--- config.mk ---
export PLATFORM = sky130hd
export DESIGN_NAME = def_result_fifo
export DESIGN_NICKNAME = d
export VERILOG_FILES = /design/src/design/def_pkg.sv /design/src/design/def_result_fifo.sv
export SDC_FILE = /design/constraint.sdc
export NUM_CORES = 1
export LEC_CHECK = 0
export BUFFER_PORTS_ARGS = -buffer_cell sky130_fd_sc_hd__buf_4
export CORE_ASPECT_RATIO = 1.25
export CORE_MARGIN = 5
export CORE_UTILIZATION = 30
export DETAILED_ROUTE_END_ITERATION = 7
export GPL_TIMING_DRIVEN = 0
export PLACE_DENSITY = 0.43
export SLEW_MARGIN = 25
export SYNTH_ARGS = -nofsm -noshare
export SYNTH_HDL_FRONTEND = slang
export SYNTH_SLANG_ARGS = --single-unit
--- constraint.sdc ---
create_clock -name clk_i -period 2.6 [get_ports clk_i]
set_clock_uncertainty 0.05 [all_clocks]
set_input_delay 0.13 -clock clk_i [delete_from_list [all_inputs] [get_ports clk_i]]
set_output_delay 0.13 -clock clk_i [all_outputs]
set_load 0.1 [all_outputs]
--- src/design/def_pkg.sv ---
`default_nettype none
// ----------------------------------------------------------------------------
// def_pkg
// Shared types, constants and helpers for the directional emboss filter:
// pixel formats, register indexes, weight table, result word and gray
// conversion.
// ----------------------------------------------------------------------------
package def_pkg;

  typedef logic [7:0] gray_t;
  typedef logic [9:0] weight_t;
  typedef logic [4:0] weight_sel_t;

  typedef enum logic [1:0] {
    FMT_RGB_TRUNC = 2'd0,
    FMT_RGB_ROUND = 2'd1,
    FMT_GRAY      = 2'd2,
    FMT_GRAY4     = 2'd3
  } pix_fmt_e;

  typedef enum logic {
    REQ_PIXEL = 1'b0,
    REQ_DRAIN = 1'b1
  } req_type_e;

  typedef enum logic [1:0] {
    REG_IMAGE_WIDTH  = 2'd0,
    REG_LIGHT_ANGLE  = 2'd1,
    REG_PIXEL_FORMAT = 2'd2
  } reg_index_e;

  localparam logic [10:0] IMAGE_WIDTH_RST = 11'd640;
  localparam logic [7:0]  LIGHT_ANGLE_RST = 8'd45;
  localparam logic [7:0]  ANGLE_MAX       = 8'd90;
  localparam int unsigned ANGLE_STEP      = 5;
  localparam int unsigned ANGLE_BIAS      = 3;
  localparam gray_t       MID_GRAY        = 8'h80;
  localparam gray_t       MAX_GRAY        = 8'hff;
  localparam int unsigned RES_FIFO_DEPTH  = 8;

  typedef struct packed {
    weight_t w_right;
    weight_t w_below;
    weight_t w_diag;
  } weight_set_t;

  localparam int unsigned WEIGHT_ENTRIES = 19;

  localparam weight_set_t WEIGHT_TAB [WEIGHT_ENTRIES] = '{
    '{10'd512, 10'd0,   10'd0  }, '{10'd486, 10'd0,   10'd26 },
    '{10'd451, 10'd1,   10'd60 }, '{10'd408, 10'd4,   10'd100},
    '{10'd357, 10'd10,  10'd145}, '{10'd301, 10'd19,  10'd192},
    '{10'd241, 10'd30,  10'd241}, '{10'd180, 10'd45,  10'd287},
    '{10'd128, 10'd64,  10'd320}, '{10'd88,  10'd88,  10'd336},
    '{10'd64,  10'd128, 10'd320}, '{10'd45,  10'd180, 10'd287},
    '{10'd30,  10'd241, 10'd241}, '{10'd19,  10'd301, 10'd192},
    '{10'd10,  10'd357, 10'd145}, '{10'd4,   10'd408, 10'd100},
    '{10'd1,   10'd451, 10'd60 }, '{10'd0,   10'd486, 10'd26 },
    '{10'd0,   10'd512, 10'd0  }
  };

  typedef struct packed {
    gray_t embossed;
    logic  row_end;
    logic  image_end;
  } result_t;

  // gray level of one pixel in the selected format
  function automatic gray_t to_gray(pix_fmt_e fmt, gray_t r, gray_t g, gray_t b);
    logic [16:0] sum_trunc;
    logic [18:0] sum_round;
    gray_t       gray;
    sum_trunc = 17'd153 * 17'(r) + 17'd301 * 17'(g) + 17'd58 * 17'(b);
    sum_round = 19'd306 * 19'(r) + 19'd601 * 19'(g) + 19'd117 * 19'(b) + 19'd512;
    case (fmt)
      FMT_RGB_TRUNC: gray = sum_trunc[16:9];
      FMT_RGB_ROUND: gray = sum_round[17:10];
      FMT_GRAY:      gray = r;
      FMT_GRAY4:     gray = {r[3:0], r[3:0]};
      default:       gray = r;
    endcase
    return gray;
  endfunction

  // (angle + 3) / 5 as a threshold count, angle clamped to 90
  function automatic weight_sel_t angle_sel(logic [7:0] angle);
    logic [7:0]  a;
    weight_sel_t sel;
    a   = (angle > ANGLE_MAX) ? ANGLE_MAX : angle;
    sel = '0;
    for (int k = 1; k < WEIGHT_ENTRIES; k++) begin
      if (a >= 8'(ANGLE_STEP * k - ANGLE_BIAS)) begin
        sel = weight_sel_t'(k);
      end
    end
    return sel;
  endfunction

endpackage
`default_nettype wire

--- src/design/def_result_fifo.sv ---
`default_nettype none
// ----------------------------------------------------------------------------
// def_result_fifo
// Result queue in front of the output port; takes up to two words per
// cycle, hands out one.
// ----------------------------------------------------------------------------
module def_result_fifo #(
  parameter int unsigned DEPTH = 8
) (
  input  wire logic                       clk_i,
  input  wire logic                       rst_ni,
  input  wire logic                       wr0_valid_i,
  input  wire def_pkg::result_t           wr0_data_i,
  input  wire logic                       wr1_valid_i,
  input  wire def_pkg::result_t           wr1_data_i,
  output logic                            rd_valid_o,
  output def_pkg::result_t                rd_data_o,
  input  wire logic                       rd_ready_i,
  output logic [$clog2(DEPTH+1)-1:0]      count_o
);

  localparam int unsigned PTR_W = $clog2(DEPTH);
  localparam int unsigned CNT_W = $clog2(DEPTH + 1);

  def_pkg::result_t   mem_q [DEPTH];
  logic [PTR_W-1:0]   wr_ptr_q, wr_ptr_d, rd_ptr_q, rd_ptr_d;
  logic [CNT_W-1:0]   count_q, count_d;
  logic               pop;

  function automatic logic [PTR_W-1:0] ptr_inc(logic [PTR_W-1:0] p);
    return (p == PTR_W'(DEPTH - 1)) ? '0 : p + 1'b1;
  endfunction

  assign rd_valid_o = (count_q != '0);
  assign rd_data_o  = mem_q[rd_ptr_q];
  assign count_o    = count_q;
  assign pop        = rd_valid_o && rd_ready_i;

  always_comb begin
    wr_ptr_d = wr_ptr_q;
    if (wr1_valid_i) begin
      wr_ptr_d = ptr_inc(ptr_inc(wr_ptr_q));
    end else if (wr0_valid_i) begin
      wr_ptr_d = ptr_inc(wr_ptr_q);
    end
    rd_ptr_d = pop ? ptr_inc(rd_ptr_q) : rd_ptr_q;
    count_d  = count_q + CNT_W'(wr0_valid_i) + CNT_W'(wr1_valid_i) - CNT_W'(pop);
  end

  always_ff @(posedge clk_i or negedge rst_ni) begin
    if (!rst_ni) begin
      wr_ptr_q <= '0;
      rd_ptr_q <= '0;
      count_q  <= '0;
    end else begin
      wr_ptr_q <= wr_ptr_d;
      rd_ptr_q <= rd_ptr_d;
      count_q  <= count_d;
    end
  end

  always_ff @(posedge clk_i) begin
    if (wr0_valid_i) begin
      mem_q[wr_ptr_q] <= wr0_data_i;
    end
    if (wr1_valid_i) begin
      mem_q[ptr_inc(wr_ptr_q)] <= wr1_data_i;
    end
  end

  a_no_overflow: assert property (@(posedge clk_i) disable iff (!rst_ni)
    count_q <= CNT_W'(DEPTH))
    else $error("result fifo overflow");

  a_second_needs_first: assert property (@(posedge clk_i) disable iff (!rst_ni)
    wr1_valid_i |-> wr0_valid_i)
    else $error("second result word without first");

  a_pop_only: assert property (@(posedge clk_i) disable iff (!rst_ni)
    (pop && !wr0_valid_i) |=> count_q == CNT_W'($past(count_q) - 1'b1))
    else $error("result fifo count lost a pop");

endmodule
`default_nettype wire

==> results.md, run 1 <==
STA:
- The maximum achievable frequency is 390 MHz.
- The transition time at the pin with the least slew margin is 0.880 ns.
- The number of failing setup endpoints in the final timing report is 0.
- The ratio of final minimum period to clock period is 98.6%.
- The clock period minus worst slack is 2.56 ns.
- In this run the tightest slew margin relative to its limit is 41.3%.
- The number of pins with negative max-slew slack in the final report is 0.
- The summed negative setup slack over all endpoints is 0 ns.
- Setup repair after global routing could not meet its margin everywhere.
- The number of hold violations in the final report is 0.

Worst setup path:
- The library cell contributing the largest single delay on the critical path is dfrtp_4.
- STA classifies the critical path startpoint as a flop.
- The worst setup path is captured at a flop.
- The number of buffers and inverters on the critical path is 3.
- The largest fanout on the critical path is 4.
- The largest delay contributor family on the critical path is adder cells.
- The path type of the worst setup path is reg2reg.
- In this design, the stage delay of the slowest critical-path cell is 0.49 ns.
- STA puts the critical path data arrival time at 2.75 ns.
- The endpoint required time on the critical path is 2.79 ns.
- The critical path goes through inv_4 > ha_4 > or3b_4 > nand2_4 > inv_2 > ha_4 > inv_2 > fa_2 > fa_2 > xor2_1.

Cells and area:
- Cells fill 36.3% of the core in the end.
- After the last flow step, the layout net total stands at 388.
- The post-route netlist has 55.0% of its cells at a drive strength greater than 1.
- The number of diodes added for antenna fixing is 0.
- The area added between synthesis and finish is 20.2%.

Route:
- The starting DRC count in detailed routing is 128.
- Wires add up to 12500 um.
- The detailed-route wire length per cell is 21.9 um.
- The number of nets with antenna violations after detailed routing is 0.
- The number of vias after detailed routing is 2720.
- The per-cell via count in the routed design is 4.78.
- The length of the first detailed-routing pass in iterations is 4.
- In the routed design, unresolved DRC markers number 0.

GRT:
- The first global-routing pass estimated 18600 um of wire.
- The total overflow left after global routing is 0.
- The number of global-route vias before repair is 2948.
- The total global routing track utilization is 14.0%.
- The number of antenna violations at the first check in global routing is 0.
- The pin count of the biggest net entering global routing is 16.

Yosys:
- The gate count after technology mapping is 294.
- The count of cell types in the netlist is 32.
- Sorting the synthesized cells by area gives the leading types as edfxtp_1, mux2_2, mux4_1.
- Of all cell types, the one taking the most synthesized area is edfxtp_1.
- The sequential share of the synthesized area is 54.9%.
- The synthesis-stage register bit count is 90.
- The top cell type's share of synthesized area is 49.7%.
- The synthesis warning total is 0.
- The number of nets in the synthesized netlist is 334.
- The cell area after synthesis is 0.00484 mm^2.
- Dividing the synthesized area by the synthesized cell count gives 16.4 um^2.

Die:
- The die outline area is 0.0188 mm^2.
- The site row count is 52.
- The die boundary width is 124 um.
- The floorplan core area is 0.0160 mm^2.
- For this design the top-level I/O count stands at 40.
- The starting density of the core is 30.2%.
- The floorplan step set the die height to 152 um.

Clock tree:
- The H-tree was split into 3 levels.
- The tree is rooted in a clkbuf_16.
- The CTS tree is yes.
- The maximum buffer depth of the clock tree is 2.
- The total clock buffers created by CTS is 9.
- The clock edge transition at the registers on the reported setup and hold paths is 0.07 ns.
- The later pin in the worst-skew pair is clocked with a latency of 0.35 ns.
- For this design, the sink count on the clock tree is 90.

Place:
- The detailed placement HPWL is 7670 um.
- The count of buffers added on input and output ports is 39.
- The final estimated routing congestion in global placement is 0.692.

Status:
- The run finished with clean final reports.

Hold path:
- The worst hold path belongs to the class in2reg.

Run:
- Max-cap violations in this run came to 0.
## synth_stat cells
master and n:
mux2_2 93, edfxtp_1 80, ha_1 13, mux4_1 13
nand2_1 13, dfrtp_1 10, buf_2 9, inv_1 9
mux4_2 7, nor2b_1 7, nand3_1 4, nor2_1 4
buf_4 3, clkbuf_1 3, nand2b_1 3, a21o_1 2
a21oi_1 2, a31o_2 2, buf_6 2, fa_1 2
xor2_1 2, a211oi_1 1, a221o_1 1, mux2i_1 1
nand4b_1 1, nor3_2 1, nor3b_1 1, nor4_2 1
o211ai_1 1, o21ai_0 1, o21ai_1 1, or3b_2 1
## registers in the layout, indices dropped and copies added (netlist names)
signal and count:
count_o 4, mem_q 80, rd_ptr_q 3, wr_ptr_q 3
## logic make-up (layout without fill, tap and decap cells)
| kind of cell | count (synthesis) | after routing | share of synthesized area, % |
|---|---|---|---|
| muxes | 114 | 114 | 32.2 |
| and+or+nand+nor | 36 | 36 | 4.01 |
| adders and majority gates | 15 | 15 | 4.19 |
| AOI/OAI and AO/OA | 11 | 11 | 1.60 |
| xor gates and xnor gates | 2 | 2 | 0.362 |
| DFF | 90 | 90 | 54.9 |
| buffers and inverters | 26 | 85 | 2.79 |
## timing repair
action                                  CTS  global route
resized for setup                         6            10
hold buffers                              1             0
buffers inserted                          0             3
pin swaps                                 0             5
endpoints found under the hold margin    10             0
endpoints found under the setup margin   55            33
## routing by layer
metal | share of wire [%] | global-route usage, % | wire [um]
met3 | 3.1 | 2.68 | 393
met2 | 50 | 22.9 | 6180
met1 | 45 | 18.4 | 5660
met4 | 2.0 | 5.12 | 254
met5 | 0 | 0 | 0
## layout make-up
cell class	instances	area, um^2
buffer	17	103
clock buffer	9	225
clock inverter	7	67.6
fill	1594	10200
inverter	9	36.3
multi-input combinational	178	2130
sequential	90	2660
tap	216	270
timing repair buffer	43	325
## layout by cell type, fill, tap and decap left out, types with 3 or more instances in the layout
| cell | count |
|---|---|
| nand2_1 | 8 |
| buf_2 | 9 |
| mux4_2 | 7 |
| clkbuf_16 | 9 |
| nand3_1 | 4 |
| inv_1 | 6 |
| mux2_2 | 93 |
| dfrtp_1 | 6 |
| dfrtp_2 | 3 |
| mux4_1 | 13 |
| nor2b_1 | 7 |
| nand2_2 | 4 |
| ha_1 | 11 |
| buf_4 | 45 |
| edfxtp_1 | 80 |
| nor2_1 | 4 |
| nand2b_1 | 3 |
## final timing paths
| kind | endpoint | startpoint | cells past startpoint | slack [ns] |
|---|---|---|---|---|
| hold / removal | count_o[0] | wr0_valid_i | 2 | 0.03 |
| setup reg to reg | count_o[2] | count_o[2] | 10 | 0.04 |
| min in group asynchronous | wr_ptr_q[1] | rst_ni | 2 | 0.10 |
| hold reg to reg | count_o[0] | count_o[0] | 1 | 0.57 |
| setup / recovery | count_o[2] | count_o[2] | 10 | 0.04 |
| max in group asynchronous | count_o[2] | rst_ni | 2 | 2.24 |
## per-stage QoR
step           setup WS (ns)  cells  instance area [um^2]  hold WS [ns]
2_1_floorplan         -0.234    294                  4860        -0.216
3_3_place_gp          -0.161    549                  5420       -0.0753
3_5_place_dp          -0.163    549                  5420       -0.0737
4_1_cts               0.0190    566                  5740        0.0310
5_1_grt              -0.0464    569                  5810        0.0228
6_report              0.0364    569                  5810        0.0308
Power of run 1 is not shown: default switching activity piles up to over one toggle a cycle in this logic, so the estimate is an artifact.
==> run 2: changes to the inputs <==
Settings changed: PLACE_DENSITY 0.43 to default, PLACE_DENSITY_LB_ADDON from default to 0.25.
==> run 2 against run 1 <==
Worst setup slack better by 0.0089 ns. Global-route usage down 1.4 points. Register-to-register slack about the same. Die area unchanged. Sequential share of layout area up 0.17 points. Maximum frequency up 0.35%. Non-clock buffer count down 1. Design area down 0.37%. Core utilization down 0.13 points. Routed wire length down 7.1%. Clock-buffer cell count unchanged.
==> results.md, run 2 (synthesized netlist as in run 1, its figures left out) <==
Status:
- The run finished with clean final reports.

Route:
- The uppermost signal routing layer after detailed routing is met4.
- The number of vias after detailed routing is 2709.
- After detailed routing, the wire length on met1 is 5150 um.
- For this block, the initial DRC count from the detailed router was 152.
- The detail route stage leaves a number of antenna-violating nets equal to 0.
- After detailed routing, the number of remaining DRC violations is 0.
- The detailed-route wire length per cell is 20.4 um.
- The sum of routed wire length over all layers is 11600 um.
- The total length of routed met2 wires is 5900 um.
- In the routed layout, each cell is associated on average with a via count of 4.77.
- The routed design uses 365 um of met3 wire.
- The length of the first detailed-routing pass in iterations is 4.

Worst setup path:
- The critical path goes through inv_4 > ha_4 > or3b_4 > nand2_4 > inv_4 > ha_4 > inv_2 > fa_2 > fa_2 > xor2_1.
- The stage delay of the slowest cell on the critical path is 0.49 ns.
- The largest fanout on the critical path is 2.
- The library cell contributing the largest single delay on the critical path is dfrtp_4.
- In this run the critical register-to-register path is captured at count_o[2].
- In this run the worst setup path begins at count_o[2].
- In this run the number of cells on the critical path is 10.
- Broken down by cell family, the worst path's largest delay share belongs to adder cells.
- The endpoint of the worst setup timing path is count_o[2].
- In this run the critical register-to-register path is launched from count_o[2].
- Together, buffers and inverters on the worst path number 3.
- STA puts the critical path data required time at 2.78 ns.
- The worst path arrival time is 2.73 ns.
- For the worst flop-to-flop path, the logic depth is 10.
- The kind of end point of the critical path is a flop.
- Setup slack on the worst reg-to-reg path comes out at 0.05 ns.
- The setup path with the least slack is of type reg2reg.
- STA classifies the critical path startpoint as a flop.

GRT:
- The wire length of the first global-routing pass is 17300 um.
- For this run, the total global-route usage over all layers was measured as 12.7%.
- The number of antenna violations at the first check in global routing is 0.
- The aggregate global routing overflow is 0.
- The pin count of the biggest net entering global routing is 17.
- The number of global-route vias before repair is 2944.

STA:
- The number of failing setup endpoints in the final timing report is 0.
- The ratio of final minimum period to clock period is 98.3%.
- The number of hold violations in the final report is 0.
- The transition time at the pin with the least slew margin is 0.804 ns.
- The number of pins with negative max-slew slack in the final report is 0.
- The worst pin sits at a relative slew slack of 46.4%.
- The smallest clock period supported by the final layout is computed as 2.55 ns.
- The summed negative setup slack over all endpoints is 0 ns.
- The maximum achievable frequency is 391 MHz.
- Setup repair after global routing could not meet its margin everywhere.

Cells and area:
- The largest register by flop count is mem_q.
- The top cell types in the final layout, fill and taps aside, are mux2_2, edfxtp_1, buf_4, mux4_1, ha_1.
- The count of nets after finishing is 387.
- The number of diodes added for antenna fixing is 0.
- The library cell used most frequently in the layout, excluding fill and tap cells, is mux2_2.
- The area added between synthesis and finish is 19.8%.
- The register with the most flip-flops in the layout has 80 of them.
- The share of cells above drive strength 1 is 55.1%.

Clock tree:
- TritonCTS built the clock tree.
- After clock tree synthesis, the clock-pin slew on the worst setup and hold paths is 0.07 ns.
- The H-tree was split into 3 levels.
- The total clock buffers created by CTS is 9.
- The insertion delay of the later-clocked pin in the worst-skew pair is 0.34 ns.
- The root buffer cell chosen for the clock tree is clkbuf_16.
- The maximum buffer depth of the clock tree is 2.
- The tree built by TritonCTS fans out to 90 sinks.

Place:
- The number of port buffers is 39.
- The congestion estimate from routability-driven global placement came to 0.741.
- The detailed placement HPWL is 7450 um.

Die:
- The die covers 0.0188 mm^2.
- The initial utilization of the core area, before any placement, comes to 30.2%.
- The site row count is 52.
- The die boundary width is 124 um.
- The number of top-level pins is 40.
- In this run the vertical extent of the chip is 152 um.
- The floorplan step defined a core boundary enclosing 0.0160 mm^2.

Hold path:
- The worst min-delay path class is in2reg.

Run:
- Across the run, the number of max-cap violations was 0.
==> run 2: what timing repair did <==
item | CTS | global route
hold endpoints to repair | 10 | 0
hold buffers | 1 | 0
pin swaps | 0 | 8
gates resized for setup | 5 | 13
buffers inserted | 0 | 2
endpoints found under the setup margin | 50 | 25
gates cloned | 0 | 0
==> run 2: worst min path at each step <==
stage                     start          to  slack [ns]  depth (start not counted)
global placement         rst_ni  count_o[2]       -0.08                          1
finish              wr0_valid_i  count_o[0]        0.05                          2
floorplan                rst_ni  count_o[0]       -0.22                          0
global route        wr0_valid_i  count_o[0]        0.04                          2
detailed placement       rst_ni  count_o[2]       -0.08                          1
CTS                 wr0_valid_i  count_o[0]        0.05                          2
==> run 2: metrics by stage <==
stage          cell area (um^2)  instances  hold WS, ns  setup slack (ns)  util [%]
6_report                   5790        568       0.0451            0.0453      36.2
2_1_floorplan              4860        294       -0.216            -0.234         -
5_1_grt                    5790        568       0.0439           -0.0314      36.2
3_3_place_gp               5420        549      -0.0788           -0.0489      33.9
3_5_place_dp               5420        549      -0.0804           -0.0891      33.9
4_1_cts                    5730        566       0.0458            0.0212      35.8
==> run 2: routing by layer <==
layer	track usage, %	vias up
met5	0	-
met4	4.17	0
met3	1.82	12
met2	20.9	46
met1	17.0	1385
li1	-	1266
==> run 2: area by class of cell <==
| type | instances | area (um^2) |
|---|---|---|
| Multi-Input combinational cell | 178 | 2130 |
| Fill cell | 1568 | 10200 |
| Timing Repair Buffer | 42 | 318 |
| Clock inverter | 7 | 51.3 |
| Inverter | 9 | 38.8 |
| Clock buffer | 9 | 225 |
| Buffer | 17 | 103 |
| Tap cell | 216 | 270 |
| Sequential cell | 90 | 2660 |
Power of run 2 is left out for the same reason.
==> run 3: changes to the inputs <==
Settings changed: CTS_BUF_LIST from default to sky130_fd_sc_hd__clkbuf_4 sky130_fd_sc_hd__clkbuf_8 sky130_fd_sc_hd__clkbuf_16.
Clock period 2.6 ns to 2.86 ns, I/O delays scaled along.
==> run 3 against run 2 <==
Critical path depth shrank 4. Via count increased by 0.11%. Register-to-register slack better by 0.16 ns. Maximum frequency down 3.7%. Hold slack better by 0.020 ns. Global-route usage is 0.26 points higher. Cell count down 0.35%. Worst setup slack better by 0.16 ns. Core utilization decreased by 0.34 points. Routed wire length fell by 1.2%. Critical endpoint is now mem_q[2][8]. Highest routed layer unchanged.
==> results.md, run 3 (synthesized netlist as in run 1, its figures left out) <==
STA:
- The worst hold margin is 0.0649 ns.
- The worst pin sits at a relative slew slack of 44.1%.
- Of the available clock period, the critical path in the final layout requires 92.8%.
- The transition time at the pin with the least slew margin is 0.839 ns.
- Adding up every negative setup slack in the final design gives 0 ns.
- Derived from the worst setup path, the maximum achievable clock frequency is 377 MHz.
- The number of hold violations in the final report is 0.
- Setup violations remaining at the end of the flow were counted as 0.
- The number of pins with negative max-slew slack in the final report is 0.
- For the finished layout, the period the worst path requires is 2.65 ns.
- Setup repair after global routing left no endpoint under its margin.

Worst setup path:
- In this run the register-to-register setup slack is 0.21 ns.
- The startpoint kind of the worst setup timing path is a flop.
- The signal on the critical path passes through ha_1 > ha_1 > nor2_1 > nand2b_1 > buf_2 > nand2_1.
- The stage delay of the slowest cell on the critical path is 0.53 ns.
- The library cell contributing the largest single delay on the critical path is nand2_1.
- The endpoint required time on the critical path is 2.73 ns.
- The worst path arrival time is 2.53 ns.
- In this run the worst path has a maximum fanout of 10.
- The cell occurring most often along the worst timing path is ha_1.
- The kind of end point of the critical path is a flop.
- The path type of the worst setup path is reg2reg.

Die:
- The die is 152 um tall.
- The starting density of the core is 30.2%.
- The number of top-level pins is 40.
- The die outline area is 0.0188 mm^2.
- The total area inside the core boundary comes to 0.0160 mm^2.
- The initialized floorplan defines 52 standard-cell rows.
- Measured along the x axis, the die boundary spans 124 um.

Place:
- The final estimated routing congestion in global placement is 0.745.
- After detailed placement, the total cell area comes to 0.00542 mm^2.
- The number of port buffers is 39.
- The wire-length estimate of the detail-placed layout is 7380 um.

GRT:
- The global-route met2 utilization is 20.3%.
- The first global-routing pass estimated 17700 um of wire.
- Global routing finished with a remaining overflow of 0.
- The number of global-route vias before repair was 2992.
- The number of antenna violations at the first check in global routing is 0.
- For this run, the total global-route usage over all layers was measured as 12.9%.
- The met1 layer usage reported by global route is 17.1%.
- The pin count of the biggest net entering global routing is 17.
- met2 is the most crowded layer.
- In the global route stage, met3 resource usage came out at 2.38%.

Route:
- The starting DRC count in detailed routing is 209.
- The number of nets with antenna violations after detailed routing is 0.
- After detailed routing, the number of vias per cell comes to 4.79.
- The routed layout has 2712 vias.
- The first TritonRoute pass finished after 4 iterations.
- The detailed-route wire length per cell is 20.3 um.
- The sum of routed wire length over all layers is 11500 um.
- The number of design rule violations left after detail routing is 0.

Cells and area:
- The count of nets after finishing is 385.
- The number of flip-flops under the largest register name is 80.
- The largest register by flop count is mem_q.
- Leaving out fill and tap cells, the most frequent cell in the layout is mux2_2.
- Leaving out fill and tap cells, the most frequent cells in the layout are mux2_2, edfxtp_1, buf_4, mux4_1, ha_1.
- The area added between synthesis and finish is 18.7%.
- The final design area excluding fillers is 0.00574 mm^2.
- The number of diodes added for antenna fixing is 0.
- Of the cells placed in the final design, the portion with a size suffix greater than 1 is 52.0%.

Clock tree:
- The number of clock sinks seen by CTS is 90.
- The clock tree root buffer cell is clkbuf_16.
- In this run the number of H-tree levels came out at 3.
- After clock tree synthesis, the clock-pin slew on the worst setup and hold paths is 0.07 ns.
- The insertion delay of the later-clocked pin in the worst-skew pair is 0.34 ns.
- The total clock buffers created by CTS is 9.
- TritonCTS built the clock tree.
- In this run, post-CTS repair resized a total of 0 instances.
- The maximum buffer depth of the clock tree is 2.

Hold path:
- The worst min-delay path class is in2reg.

Status:
- The flow ran to the end, and the final reports show no timing, DRC or antenna violations.

Run:
- The number of maximum-capacitance violations is 0.
run 3: cell types whose count changed in the layout (fill, tap and decap cells not counted), moves of 2 or more:
cell	change
ha_1	+2
ha_4	-2
inv_4	-2
buf_4	-2
a31o_2	+2
inv_1	+2
a31o_4	-2
nand2_2	-4
nand2_1	+4
inv_6	-2
run 3: stage by stage:
step / std cells / utilization, % / setup slack, ns
6_report: 566 / 35.9 / 0.206
5_1_grt: 566 / 35.9 / 0.0442
4_1_cts: 566 / 35.9 / 0.135
3_5_place_dp: 549 / 33.9 / 0.166
3_3_place_gp: 549 / 33.9 / 0.173
2_1_floorplan: 294 / - / 0.0263
run 3: final timing paths:
check / start / endpoint / cells after the start
max: wr_ptr_q[1] / mem_q[2][8] / 6
min: wr0_valid_i / count_o[0] / 2
max reg2reg: wr_ptr_q[1] / mem_q[2][8] / 6
min reg2reg: count_o[0] / count_o[0] / 1
max in group asynchronous: rst_ni / count_o[2] / 2
min in group asynchronous: rst_ni / count_o[3] / 2
run 3: layout make-up:
cell class                      instances  area (um^2)
Timing Repair Buffer                   40          303
Clock inverter                          6         75.1
Multi-Input combinational cell        178         2060
Sequential cell                        90         2660
Clock buffer                           10          233
Fill cell                            1530        10300
Buffer                                 17          101
Inverter                                9         33.8
Tap cell                              216          270
run 3: worst max-delay path, delay by kind of cell (launching register included):
kind | cells | cell delay [ns]
buffers and inverters | 1 | 0.37
and+or+nand+nor | 3 | 0.73
DFF | 1 | 0.43
adders and majority gates | 2 | 0.64
run 3: timing repair:
action / 4_1_cts / 5_1_grt
setup buffers: 0 / 0
endpoints found under the hold margin: 10 / 0
setup endpoints to repair: 0 / 0
hold buffers: 1 / 0
run 3: metal layers:
| layer | share of wire, % | routed length, um | up-vias |
|---|---|---|---|
| li1 | - | - | 1265 |
| met1 | 44 | 5060 | 1365 |
| met2 | 49 | 5610 | 60 |
| met3 | 3.8 | 433 | 22 |
| met4 | 3.1 | 358 | 0 |
| met5 | 0 | 0 | - |
Power of run 3 is left out for the same reason.
